`config.mk`:
```
export PLATFORM = sky130hd
export DESIGN_NAME = complementary_tilt_estimator_unit
export DESIGN_NICKNAME = d
export VERILOG_FILES = /design/src/rtl/cte_pkg.sv /design/src/rtl/cte_cordic.sv /design/src/rtl/cte_mult.sv /design/src/rtl/complementary_tilt_estimator_unit.sv
export SDC_FILE = /design/constraint.sdc
export NUM_CORES = 1
export LEC_CHECK = 0
export ABC_CLOCK_PERIOD_IN_PS = 9800
export BUFFER_PORTS_ARGS = -buffer_cell sky130_fd_sc_hd__clkbuf_2
export CORE_MARGIN = 3
export CORE_UTILIZATION = 28
export CTS_BUF_LIST = sky130_fd_sc_hd__clkbuf_4 sky130_fd_sc_hd__clkbuf_8 sky130_fd_sc_hd__clkbuf_16
export DETAILED_ROUTE_END_ITERATION = 6
export GPL_TIMING_DRIVEN = 0
export PLACE_DENSITY = 0.43
export SETUP_SLACK_MARGIN = 0.05
export SLEW_MARGIN = 20
export SYNTH_ARGS = -nofsm -noshare
export SYNTH_HDL_FRONTEND = slang
export SYNTH_SLANG_ARGS = --single-unit
```
`constraint.sdc`:
```
create_clock -name clock -period 9.8 [get_ports clock]
set_input_delay 1.47 -clock clock [delete_from_list [all_inputs] [get_ports clock]]
set_output_delay 1.47 -clock clock [all_outputs]
set_load 0.02 [all_outputs]
```
`src/rtl/cte_pkg.sv`:
```
`default_nettype none

package cte_pkg;

   // field widths
   localparam int IN_W  = 16;
   localparam int ANG_W = 17;
   localparam int CFG_W = 16;
   localparam int SAT_W = 20;

   // angle limits in 1/256 degree
   localparam logic signed [ANG_W-1:0] ANG_POS = 17'sd46080;
   localparam logic signed [ANG_W-1:0] ANG_NEG = -17'sd46080;

   // cordic datapath
   localparam int CORDIC_STEPS_DEF = 16;
   localparam int ATAN_IDX_W       = 5;
   localparam int ATAN_W           = 22;
   localparam int CX_W             = 19;
   localparam int Z_W              = 26;
   localparam logic signed [Z_W-1:0] Z_HALF_TURN = 26'sd11796480;
   localparam logic signed [Z_W-1:0] Z_RND       = 26'sd128;

   // serial multiplier
   localparam int MCAND_W = 18;
   localparam int MULT_W  = 16;
   localparam int PROD_W  = 19;

   // register indexes
   localparam int CSR_IDX_W = 2;
   localparam logic [CSR_IDX_W-1:0] CSR_GYRO_GAIN    = 2'd0;
   localparam logic [CSR_IDX_W-1:0] CSR_BLEND_WEIGHT = 2'd1;
   localparam logic [CSR_IDX_W-1:0] CSR_TILT_LIMIT   = 2'd2;

   // register reset values
   localparam logic [CFG_W-1:0] GYRO_GAIN_RST    = 16'd639;
   localparam logic [CFG_W-1:0] BLEND_WEIGHT_RST = 16'd58982;
   localparam logic [CFG_W-1:0] TILT_LIMIT_RST   = 16'd11520;

   typedef struct packed {
      logic                    done;
      logic signed [ANG_W-1:0] angle;
   } cordic_res_type;

   typedef struct packed {
      logic                     done;
      logic signed [PROD_W-1:0] value;
   } mult_res_type;

   // arctangent of 2^-i in degree * 2^16, rounded
   function automatic logic [ATAN_W-1:0] atan_lut(input logic [ATAN_IDX_W-1:0] idx);
      logic [ATAN_W-1:0] r;
      case (idx)
         5'd0:    r = 22'd2949120;
         5'd1:    r = 22'd1740967;
         5'd2:    r = 22'd919879;
         5'd3:    r = 22'd466945;
         5'd4:    r = 22'd234379;
         5'd5:    r = 22'd117304;
         5'd6:    r = 22'd58666;
         5'd7:    r = 22'd29335;
         5'd8:    r = 22'd14668;
         5'd9:    r = 22'd7334;
         5'd10:   r = 22'd3667;
         5'd11:   r = 22'd1833;
         5'd12:   r = 22'd917;
         5'd13:   r = 22'd458;
         5'd14:   r = 22'd229;
         5'd15:   r = 22'd115;
         5'd16:   r = 22'd57;
         5'd17:   r = 22'd29;
         5'd18:   r = 22'd14;
         5'd19:   r = 22'd7;
         5'd20:   r = 22'd4;
         5'd21:   r = 22'd2;
         5'd22:   r = 22'd1;
         default: r = '0;
      endcase
      return r;
   endfunction

   // clamp to +/-180 degrees
   function automatic logic signed [ANG_W-1:0] sat_angle(input logic signed [SAT_W-1:0] v);
      logic signed [ANG_W-1:0] r;
      if (v > SAT_W'(ANG_POS)) begin
         r = ANG_POS;
      end else if (v < SAT_W'(ANG_NEG)) begin
         r = ANG_NEG;
      end else begin
         r = v[ANG_W-1:0];
      end
      return r;
   endfunction

endpackage

`default_nettype wire

```
`src/rtl/cte_cordic.sv`:
```
`default_nettype none

module cte_cordic
   import cte_pkg::*;
#(
   parameter int STEPS = CORDIC_STEPS_DEF
) (
   input  wire logic                   clock,
   input  wire logic                   reset,
   input  wire logic                   start,
   input  wire logic signed [IN_W-1:0] vec_x,
   input  wire logic signed [IN_W-1:0] vec_y,
   output cordic_res_type              res
);

   localparam int CNT_W = $clog2(STEPS);
   localparam logic [CNT_W-1:0] LAST = CNT_W'(STEPS - 1);

   logic                    busy_ff;
   logic                    done_ff;
   logic                    zero_ff;
   logic [CNT_W-1:0]        iter_ff;
   logic signed [CX_W-1:0]  cx_ff;
   logic signed [CX_W-1:0]  cy_ff;
   logic signed [Z_W-1:0]   z_ff;

   logic signed [CX_W-1:0]  cx0;
   logic signed [CX_W-1:0]  cy0;
   logic signed [CX_W-1:0]  dx;
   logic signed [CX_W-1:0]  dy;
   logic signed [Z_W-1:0]   step_ang;
   logic signed [Z_W-1:0]   z_rnd;
   logic signed [Z_W-9:0]   z_deg;

   // start vector and per-step shifted terms
   always_comb begin
      cx0      = CX_W'(vec_x);
      cy0      = CX_W'(vec_y);
      dx       = cy_ff >>> iter_ff;
      dy       = cx_ff >>> iter_ff;
      step_ang = {{(Z_W-ATAN_W){1'b0}}, atan_lut(ATAN_IDX_W'(iter_ff))};
   end

   // control: one micro-rotation per cycle
   always_ff @(posedge clock) begin
      if (reset) begin
         busy_ff <= 1'b0;
         done_ff <= 1'b0;
         iter_ff <= '0;
      end else if (start) begin
         busy_ff <= 1'b1;
         done_ff <= 1'b0;
         iter_ff <= '0;
      end else if (busy_ff) begin
         iter_ff <= iter_ff + 1'b1;
         done_ff <= (iter_ff == LAST);
         if (iter_ff == LAST) begin
            busy_ff <= 1'b0;
         end
      end else begin
         done_ff <= 1'b0;
      end
   end

   // vector and angle datapath
   always_ff @(posedge clock) begin
      if (start) begin
         zero_ff <= (vec_x == '0) && (vec_y == '0);
         if (vec_x[IN_W-1]) begin
            cx_ff <= -cx0;
            cy_ff <= -cy0;
            z_ff  <= vec_y[IN_W-1] ? -Z_HALF_TURN : Z_HALF_TURN;
         end else begin
            cx_ff <= cx0;
            cy_ff <= cy0;
            z_ff  <= '0;
         end
      end else if (busy_ff) begin
         if (!cy_ff[CX_W-1]) begin
            cx_ff <= cx_ff + dx;
            cy_ff <= cy_ff - dy;
            z_ff  <= z_ff + step_ang;
         end else begin
            cx_ff <= cx_ff - dx;
            cy_ff <= cy_ff + dy;
            z_ff  <= z_ff - step_ang;
         end
      end
   end

   // round to 1/256 degree and clamp; a zero vector gives 0
   always_comb begin
      z_rnd     = z_ff + Z_RND;
      z_deg     = z_rnd[Z_W-1:8];
      res.done  = done_ff;
      res.angle = zero_ff ? '0 : sat_angle(SAT_W'(z_deg));
   end

endmodule

`default_nettype wire

```
`src/rtl/cte_mult.sv`:
```
`default_nettype none

module cte_mult
   import cte_pkg::*;
(
   input  wire logic                      clock,
   input  wire logic                      reset,
   input  wire logic                      start,
   input  wire logic signed [MCAND_W-1:0] mcand,
   input  wire logic [MULT_W-1:0]         mplier,
   output mult_res_type                   res
);

   localparam int CNT_W = $clog2(MULT_W);
   localparam logic [CNT_W-1:0] LAST = CNT_W'(MULT_W - 1);

   logic                      busy_ff;
   logic                      done_ff;
   logic [CNT_W-1:0]          cnt_ff;
   logic signed [MCAND_W-1:0] mcand_ff;
   logic signed [PROD_W-1:0]  hi_ff;
   logic [MULT_W-1:0]         lo_ff;

   logic signed [PROD_W-1:0]  addend;
   logic signed [PROD_W-1:0]  sum;

   // one multiplier bit per cycle, product shifts right
   always_comb begin
      addend = lo_ff[0] ? PROD_W'(mcand_ff) : '0;
      sum    = hi_ff + addend;
   end

   always_ff @(posedge clock) begin
      if (reset) begin
         busy_ff <= 1'b0;
         done_ff <= 1'b0;
         cnt_ff  <= '0;
      end else if (start) begin
         busy_ff <= 1'b1;
         done_ff <= 1'b0;
         cnt_ff  <= '0;
      end else if (busy_ff) begin
         cnt_ff  <= cnt_ff + 1'b1;
         done_ff <= (cnt_ff == LAST);
         if (cnt_ff == LAST) begin
            busy_ff <= 1'b0;
         end
      end else begin
         done_ff <= 1'b0;
      end
   end

   always_ff @(posedge clock) begin
      if (start) begin
         mcand_ff <= mcand;
         hi_ff    <= '0;
         lo_ff    <= mplier;
      end else if (busy_ff) begin
         hi_ff <= {sum[PROD_W-1], sum[PROD_W-1:1]};
         lo_ff <= {sum[0], lo_ff[MULT_W-1:1]};
      end
   end

   // product / 2^16 rounded half up
   always_comb begin
      res.done  = done_ff;
      res.value = hi_ff + PROD_W'(lo_ff[MULT_W-1]);
   end

endmodule

`default_nettype wire

```
`src/rtl/complementary_tilt_estimator_unit.sv`:
```
// Flow: an accepted req starts the iterative CORDIC and the first pass of the bit-serial
//   16-bit multiplier (gyro gain) together; once both are done, a second multiplier pass
//   (blend weight) runs, then the result goes to the output register; the seeding
//   transaction skips the blend pass.
// Occupancy: one transaction in work at a time; the output register frees the core.
// Reset: synchronous, active high; filters, fused angle, seed flag clear, csr defaults load.
`default_nettype none

module complementary_tilt_estimator_unit
   import cte_pkg::*;
#(
   parameter int CORDIC_STEPS = CORDIC_STEPS_DEF
) (
   input  wire logic                    clock,
   input  wire logic                    reset,
   input  wire logic                    req_valid,
   output logic                         req_ready,
   input  wire logic signed [IN_W-1:0]  req_accel_x,
   input  wire logic signed [IN_W-1:0]  req_accel_z,
   input  wire logic signed [IN_W-1:0]  req_gyro_y,
   output logic                         rsp_valid,
   input  wire logic                    rsp_ready,
   output logic signed [ANG_W-1:0]      rsp_tilt_angle,
   output logic signed [ANG_W-1:0]      rsp_accel_tilt,
   output logic                         rsp_tilt_fault,
   output logic                         rsp_first_sample,
   input  wire logic                    csr_valid,
   output logic                         csr_ready,
   input  wire logic [CSR_IDX_W-1:0]    csr_index,
   input  wire logic [CFG_W-1:0]        csr_data
);

   localparam logic [1:0] ST_IDLE = 2'd0;
   localparam logic [1:0] ST_RUN  = 2'd1;
   localparam logic [1:0] ST_BMUL = 2'd2;
   localparam logic [1:0] ST_DONE = 2'd3;

   logic [1:0]              state_ff;
   logic [1:0]              state_in;

   logic [CFG_W-1:0]        gain_ff;
   logic [CFG_W-1:0]        weight_ff;
   logic [CFG_W-1:0]        limit_ff;

   logic signed [IN_W-1:0]  filt_x_ff;
   logic signed [IN_W-1:0]  filt_z_ff;
   logic signed [IN_W-1:0]  filt_x_in;
   logic signed [IN_W-1:0]  filt_z_in;
   logic signed [ANG_W-1:0] fused_ff;
   logic                    seeded_ff;

   logic                    cdone_ff;
   logic                    gdone_ff;
   logic signed [ANG_W-1:0] acc_ff;
   logic signed [ANG_W-1:0] inc_ff;
   logic signed [ANG_W-1:0] res_ff;

   logic                    rsp_valid_ff;
   logic signed [ANG_W-1:0] rsp_angle_ff;
   logic signed [ANG_W-1:0] rsp_acc_ff;
   logic                    rsp_fault_ff;
   logic                    rsp_first_ff;

   logic                    accept;
   logic                    blend_start;
   logic                    out_free;
   logic [IN_W:0]           sum_x;
   logic [IN_W:0]           sum_z;
   logic signed [PROD_W-1:0] diff;
   logic signed [SAT_W-1:0]  blend_sum;
   logic [ANG_W-1:0]         mag;
   logic                     fault;

   logic                      mult_start;
   logic signed [MCAND_W-1:0] mult_mcand;
   logic [MULT_W-1:0]         mult_mplier;
   cordic_res_type            cordic_res;
   mult_res_type              mult_res;

   assign req_ready        = (state_ff == ST_IDLE);
   assign csr_ready        = 1'b1;
   assign rsp_valid        = rsp_valid_ff;
   assign rsp_tilt_angle   = rsp_angle_ff;
   assign rsp_accel_tilt   = rsp_acc_ff;
   assign rsp_tilt_fault   = rsp_fault_ff;
   assign rsp_first_sample = rsp_first_ff;

   assign accept      = req_valid && req_ready;
   assign out_free    = !rsp_valid_ff || rsp_ready;
   assign blend_start = (state_ff == ST_RUN) && cdone_ff && gdone_ff && seeded_ff;

   // accel averaging with previous filtered value
   always_comb begin
      sum_x     = {req_accel_x[IN_W-1], req_accel_x} + {filt_x_ff[IN_W-1], filt_x_ff};
      sum_z     = {req_accel_z[IN_W-1], req_accel_z} + {filt_z_ff[IN_W-1], filt_z_ff};
      filt_x_in = sum_x[IN_W:1];
      filt_z_in = sum_z[IN_W:1];
   end

   // shared multiplier: gyro gain at accept, blend weight later
   always_comb begin
      diff        = PROD_W'(fused_ff) + PROD_W'(inc_ff) - PROD_W'(acc_ff);
      mult_start  = accept || blend_start;
      mult_mcand  = accept ? MCAND_W'(req_gyro_y) : diff[MCAND_W-1:0];
      mult_mplier = accept ? gain_ff : weight_ff;
      blend_sum   = SAT_W'(mult_res.value) + SAT_W'(acc_ff);
   end

   cte_cordic #(
      .STEPS (CORDIC_STEPS)
   ) u_cordic (
      .clock (clock),
      .reset (reset),
      .start (accept),
      .vec_x (filt_z_in),
      .vec_y (filt_x_in),
      .res   (cordic_res)
   );

   cte_mult u_mult (
      .clock  (clock),
      .reset  (reset),
      .start  (mult_start),
      .mcand  (mult_mcand),
      .mplier (mult_mplier),
      .res    (mult_res)
   );

   // sequencer
   always_comb begin
      state_in = state_ff;
      unique case (state_ff)
         ST_IDLE: begin
            if (accept) state_in = ST_RUN;
         end
         ST_RUN: begin
            if (cdone_ff && gdone_ff) state_in = seeded_ff ? ST_BMUL : ST_DONE;
         end
         ST_BMUL: begin
            if (mult_res.done) state_in = ST_DONE;
         end
         ST_DONE: begin
            if (out_free) state_in = ST_IDLE;
         end
         default: state_in = ST_IDLE;
      endcase
   end

   // fault on the fused angle magnitude, never on the seeding transaction
   always_comb begin
      mag   = res_ff[ANG_W-1] ? ANG_W'(-res_ff) : ANG_W'(res_ff);
      fault = seeded_ff && (mag > {1'b0, limit_ff});
   end

   // control state, filter state and registers
   always_ff @(posedge clock) begin
      if (reset) begin
         state_ff  <= ST_IDLE;
         gain_ff   <= GYRO_GAIN_RST;
         weight_ff <= BLEND_WEIGHT_RST;
         limit_ff  <= TILT_LIMIT_RST;
         filt_x_ff <= '0;
         filt_z_ff <= '0;
         fused_ff  <= '0;
         seeded_ff <= 1'b0;
         cdone_ff  <= 1'b0;
         gdone_ff  <= 1'b0;
         rsp_valid_ff <= 1'b0;
      end else begin
         state_ff <= state_in;

         if (csr_valid && csr_ready) begin
            unique case (csr_index)
               CSR_GYRO_GAIN:    gain_ff   <= csr_data;
               CSR_BLEND_WEIGHT: weight_ff <= csr_data;
               CSR_TILT_LIMIT:   limit_ff  <= csr_data;
               default: ;
            endcase
         end

         if (accept) begin
            filt_x_ff <= filt_x_in;
            filt_z_ff <= filt_z_in;
            cdone_ff  <= 1'b0;
            gdone_ff  <= 1'b0;
         end else if (state_ff == ST_RUN) begin
            if (cordic_res.done) cdone_ff <= 1'b1;
            if (mult_res.done)   gdone_ff <= 1'b1;
         end

         if (state_ff == ST_DONE && out_free) begin
            fused_ff     <= res_ff;
            seeded_ff    <= 1'b1;
            rsp_valid_ff <= 1'b1;
         end else if (rsp_ready) begin
            rsp_valid_ff <= 1'b0;
         end
      end
   end

   // datapath captures
   always_ff @(posedge clock) begin
      if (state_ff == ST_RUN) begin
         if (cordic_res.done) acc_ff <= cordic_res.angle;
         if (mult_res.done)   inc_ff <= mult_res.value[ANG_W-1:0];
         if (cdone_ff && gdone_ff && !seeded_ff) res_ff <= acc_ff;
      end
      if (state_ff == ST_BMUL && mult_res.done) begin
         res_ff <= sat_angle(blend_sum);
      end
      if (state_ff == ST_DONE && out_free) begin
         rsp_angle_ff <= res_ff;
         rsp_acc_ff   <= acc_ff;
         rsp_fault_ff <= fault;
         rsp_first_ff <= !seeded_ff;
      end
   end

endmodule

`default_nettype wire

```
==> summary.txt <==
CTS
  • CTS clock-pin slew for the worst setup and hold paths: 60 ps
  • Clk_lat worst skew: 590 ps
  • CTS tree: done
  • CTS Hold Bufs: 0
  • Post-CTS setup buffer count: 0
  • Clock sinks: 341
  • Clk buf depth: 3
  • H-Tree Depth: 2
  • Post-CTS Resized: 0
  • Clock root buffer: clkbuf_16
  • Cts bufs inserted: 43

Die
  • Die footprint: 95350 sq um
  • Starting density of the core: 0.2839
  • I/O pin cnt: 110
  • Die Wd: 308.8 um
  • Site row count: 110
  • Die Y: 308.8 um
  • Core area: 90420 sq um

Logic synthesis
  • Synth Area in Simple Gates: 0.1870
  • Most common cell in the netlist: nand2_1
  • Syn_nets: 3195
  • Syn Inst Count: 2913
  • Async SR Flop Fraction: 0
  • Mapped cell area: 25670 sq um
  • Synth Area per Inst: 8.813 sq um
  • Sequential area share after synthesis: 0.3384
  • Post-Synth Adder-Cell Area: 0.1099
  • Xor/xnor share of the synthesized area: 0.08081
  • Yosys top cell area share: 0.2176
  • Seq cells post-synth: 341
  • Ys Warns: 0
  • Post-synth EDFFs: 186
  • Main combinational cell family by area after synthesis: simple AND/OR/NAND/NOR gates
  • Synth Flop Type: edfxtp_1
  • Post-synth cell types: 89
  • Compound-Gate Fraction of Synth Area: 0.1756
  • Post-synth top cells: 354 x nand2_1, 256 x nor2_1, 240 x a21oi_1, 187 x ha_1, 186 x edfxtp_1
  • Post-synthesis mux area share: 0.06565
  • Biggest area consumer among synthesized cells: edfxtp_1
  • Synth area leaders: edfxtp_1 22%, dfxtp_1 12%, ha_1 9.1%

Timing
  • Final TNS setup: 0 ps
  • Clock Skew: 21.38 ps
  • Least-Margin Pin Slew: 1120 ps
  • Hold_ws: 454.5 ps
  • FMAX: 147.1 MHz
  • Max-slew violations: 0
  • Final Hold Fails: 0
  • Final min period: 6799 ps
  • Slew margin rel.: 0.2463
  • RSZ-0062 raised after global routing: false
  • Final setup vio count: 0
  • Final period util: 0.6938

Place
  • Post-Place Cell Area: 27750 sq um
  • DP HPWL: 66890 um
  • Port bufs: 108
  • GP Congestion: 0.8629
  • Placed Instances: 4199

Layout
  • Final Instance Area: 29190 sq um
  • N_diodes: 0
  • Area delta synth->final: 13.72%
  • Finished Layout Cells: 4279
  • Layout Nets: 3350
  • Final Util: 0.3229
  • Fill cells: 9573
  • Fraction of layout cells with a size suffix above 1: 0.09539

Pwr
  • P_sw: 0.005003 W
  • VDD IR max: 0.2055 mV
  • Comb pwr share: 0.617
  • Power per cell area: 367.8 nW/um^2
  • P_int: 0.005734 W
  • Sw Ratio: 0.4660
  • Lkg Pwr: 11.66 nW
  • Seq pwr share: 0.231
  • Clock network power share: 0.153

Run
  • Max cap viols: 0

Critical path
  • Crit path max fanout: 10
  • Worst Reg-to-Reg Cells: 25
  • CP bufs+invs: 6
  • Crit path from: u_cordic.iter_ff[1]
  • Crit path top cell by count: buf_4
  • Setup Crit Path Kind: register to register
  • Slowest CP cell: nor3_1
  • Worst path top cell family by delay: compound AO/OA/AOI/OAI gates
  • RR Startpoint: u_cordic.iter_ff[1]
  • FF-to-FF setup slack: 3000 ps
  • CP required: 10090 ps
  • R2R Path End: u_cordic.cy_ff[18]
  • Crit end category: register
  • Arrival time at the worst endpoint: 7080 ps
  • Critical path launch point type: register
  • Crit-path max cell delay: 590 ps

GRT
  • Vias in the first global route: 21.46k
  • Gr usage total: 0.1766
  • GR Overflow Total: 0
  • First-pass GRT wire length: 129900 um
  • Largest net degree at the start of global routing: 46
  • Initial antenna violation count: 0

Routing
  • Drc violations: 0
  • Routed WL per cell: 19.89 um
  • TritonRoute pass-1 iters: 6
  • DRT iter0 DRCs: 1200
  • Remaining antenna violation count after routing: 0
  • WL final: 85100 um
  • Via density: 5.081
  • Vias: 21.74k

Min path
  • Worst Hold Endpoint: fused_ff[7]
  • Hold Path Class: register to register
  • Hold Path Origin: fused_ff[7]
  • Hold Path Stages: 2

Status
  • Status: completed
[sequential cells by signal, indices dropped and copies added (netlist names), 17 cells and up]
name               flops
u_cordic.cx_ff        19
u_cordic.z_ff         26
u_mult.hi_ff          18
u_mult.mcand_ff       18
acc_ff                17
u_cordic.step_ang     22
u_cordic.cy_ff        19
inc_ff                17
fused_ff              17
rsp_tilt_angle        17
rsp_accel_tilt        17
res_ff                17
[cells in the final DEF, fill, tap and decap left out, types with 11 or more instances in the layout]
cell type,netlist,layout
mux2_2,14,14
nand2_1,354,354
and2_1,43,43
nor3_1,69,69
nand3b_1,22,22
o31ai_1,27,26
clkinv_2,0,11
clkbuf_2,0,110
fa_1,24,24
inv_1,161,161
a21o_1,52,52
buf_1,18,17
ha_1,187,187
edfxtp_1,186,186
mux4_2,33,33
nand4_1,27,27
nor2_1,256,256
xor2_1,98,98
nand2b_1,26,25
or3_1,23,23
clkbuf_16,0,44
dfxtp_1,155,155
clkbuf_1,76,73
a21oi_1,240,240
mux2i_1,69,69
a41oi_1,11,11
o211ai_1,15,15
a31oi_1,33,33
a211oi_1,38,38
o21ai_0,134,133
o21a_1,33,33
and3_1,24,24
nor4_1,17,17
nand3_1,72,72
xnor2_1,137,137
o221ai_1,13,13
nor2b_1,27,27
[layer usage]
metal	up-vias	part of all wire	global-route usage
met5	-	0	0
met4	0	0.024	0.04509
met3	102	0.030	0.01869
met2	350	0.50	0.3217
met1	10420	0.44	0.2220
li1	10870	-	-
[area by class of cell]
class | instances | area [sq um] | area share
Clock buffer | 57 | 1236 | 0.04234
Multi-Input combinational cell | 2296 | 15910 | 0.5449
Inverter | 166 | 623.1 | 0.02134
Sequential cell | 341 | 8688 | 0.2976
Buffer | 110 | 478.0 | 0.01637
Clock inverter | 23 | 211.5 | 0.007243
Tap cell | 1176 | 1471 | 0.05040
Timing Repair Buffer | 110 | 579.3 | 0.01984
[per-stage QoR]
| step | worst slack [ps] | total power [W] |
|---|---|---|
| 2_1_floorplan | 4537 | 0.007347 |
| 3_3_place_gp | 3044 | 0.009167 |
| 3_5_place_dp | 3138 | 0.009140 |
| 4_1_cts | 3101 | 0.01085 |
| 5_1_grt | 2526 | 0.01170 |
| 6_report | 3001 | 0.01074 |
[cell families after synthesis]
kind of cell / after synthesis
other: 1
muxes: 121
buffers and inverters: 276
xor gates and xnor gates: 236
DFF: 341
AOI/OAI and AO/OA: 711
adders and majority gates: 211
and+or+nand+nor: 1016
[worst max path at each step]
| stage | endpoint | slack (ps) | depth (start not counted) |
|---|---|---|---|
| 2_1_floorplan | u_cordic.cy_ff[18] | 4540 | 25 |
| 3_3_place_gp | u_cordic.cy_ff[18] | 3040 | 25 |
| 3_5_place_dp | u_cordic.cy_ff[18] | 3140 | 25 |
| 4_1_cts | u_cordic.cy_ff[18] | 3100 | 25 |
| 5_1_grt | u_cordic.cy_ff[18] | 2530 | 25 |
| 6_report | u_cordic.cy_ff[18] | 3000 | 25 |
[worst min-delay path, delay by kind of cell (launching register included)]
kind               cells  cell delay (ps)
and+or+nand+nor        1               50
AOI/OAI and AO/OA      1               50
DFF                    1              310
[power groups by stage]
stage	Combinational (W)	Clock (W)	Sequential, W
global route	0.00742	0.00175	0.00253
finish	0.00662	0.00164	0.00248
CTS	0.00667	0.00170	0.00248
global placement	0.00664	0	0.00252
detailed placement	0.00663	0	0.00250
floorplan	0.00498	0	0.00237
No activity file was read; power rests on OpenSTA's default activity.
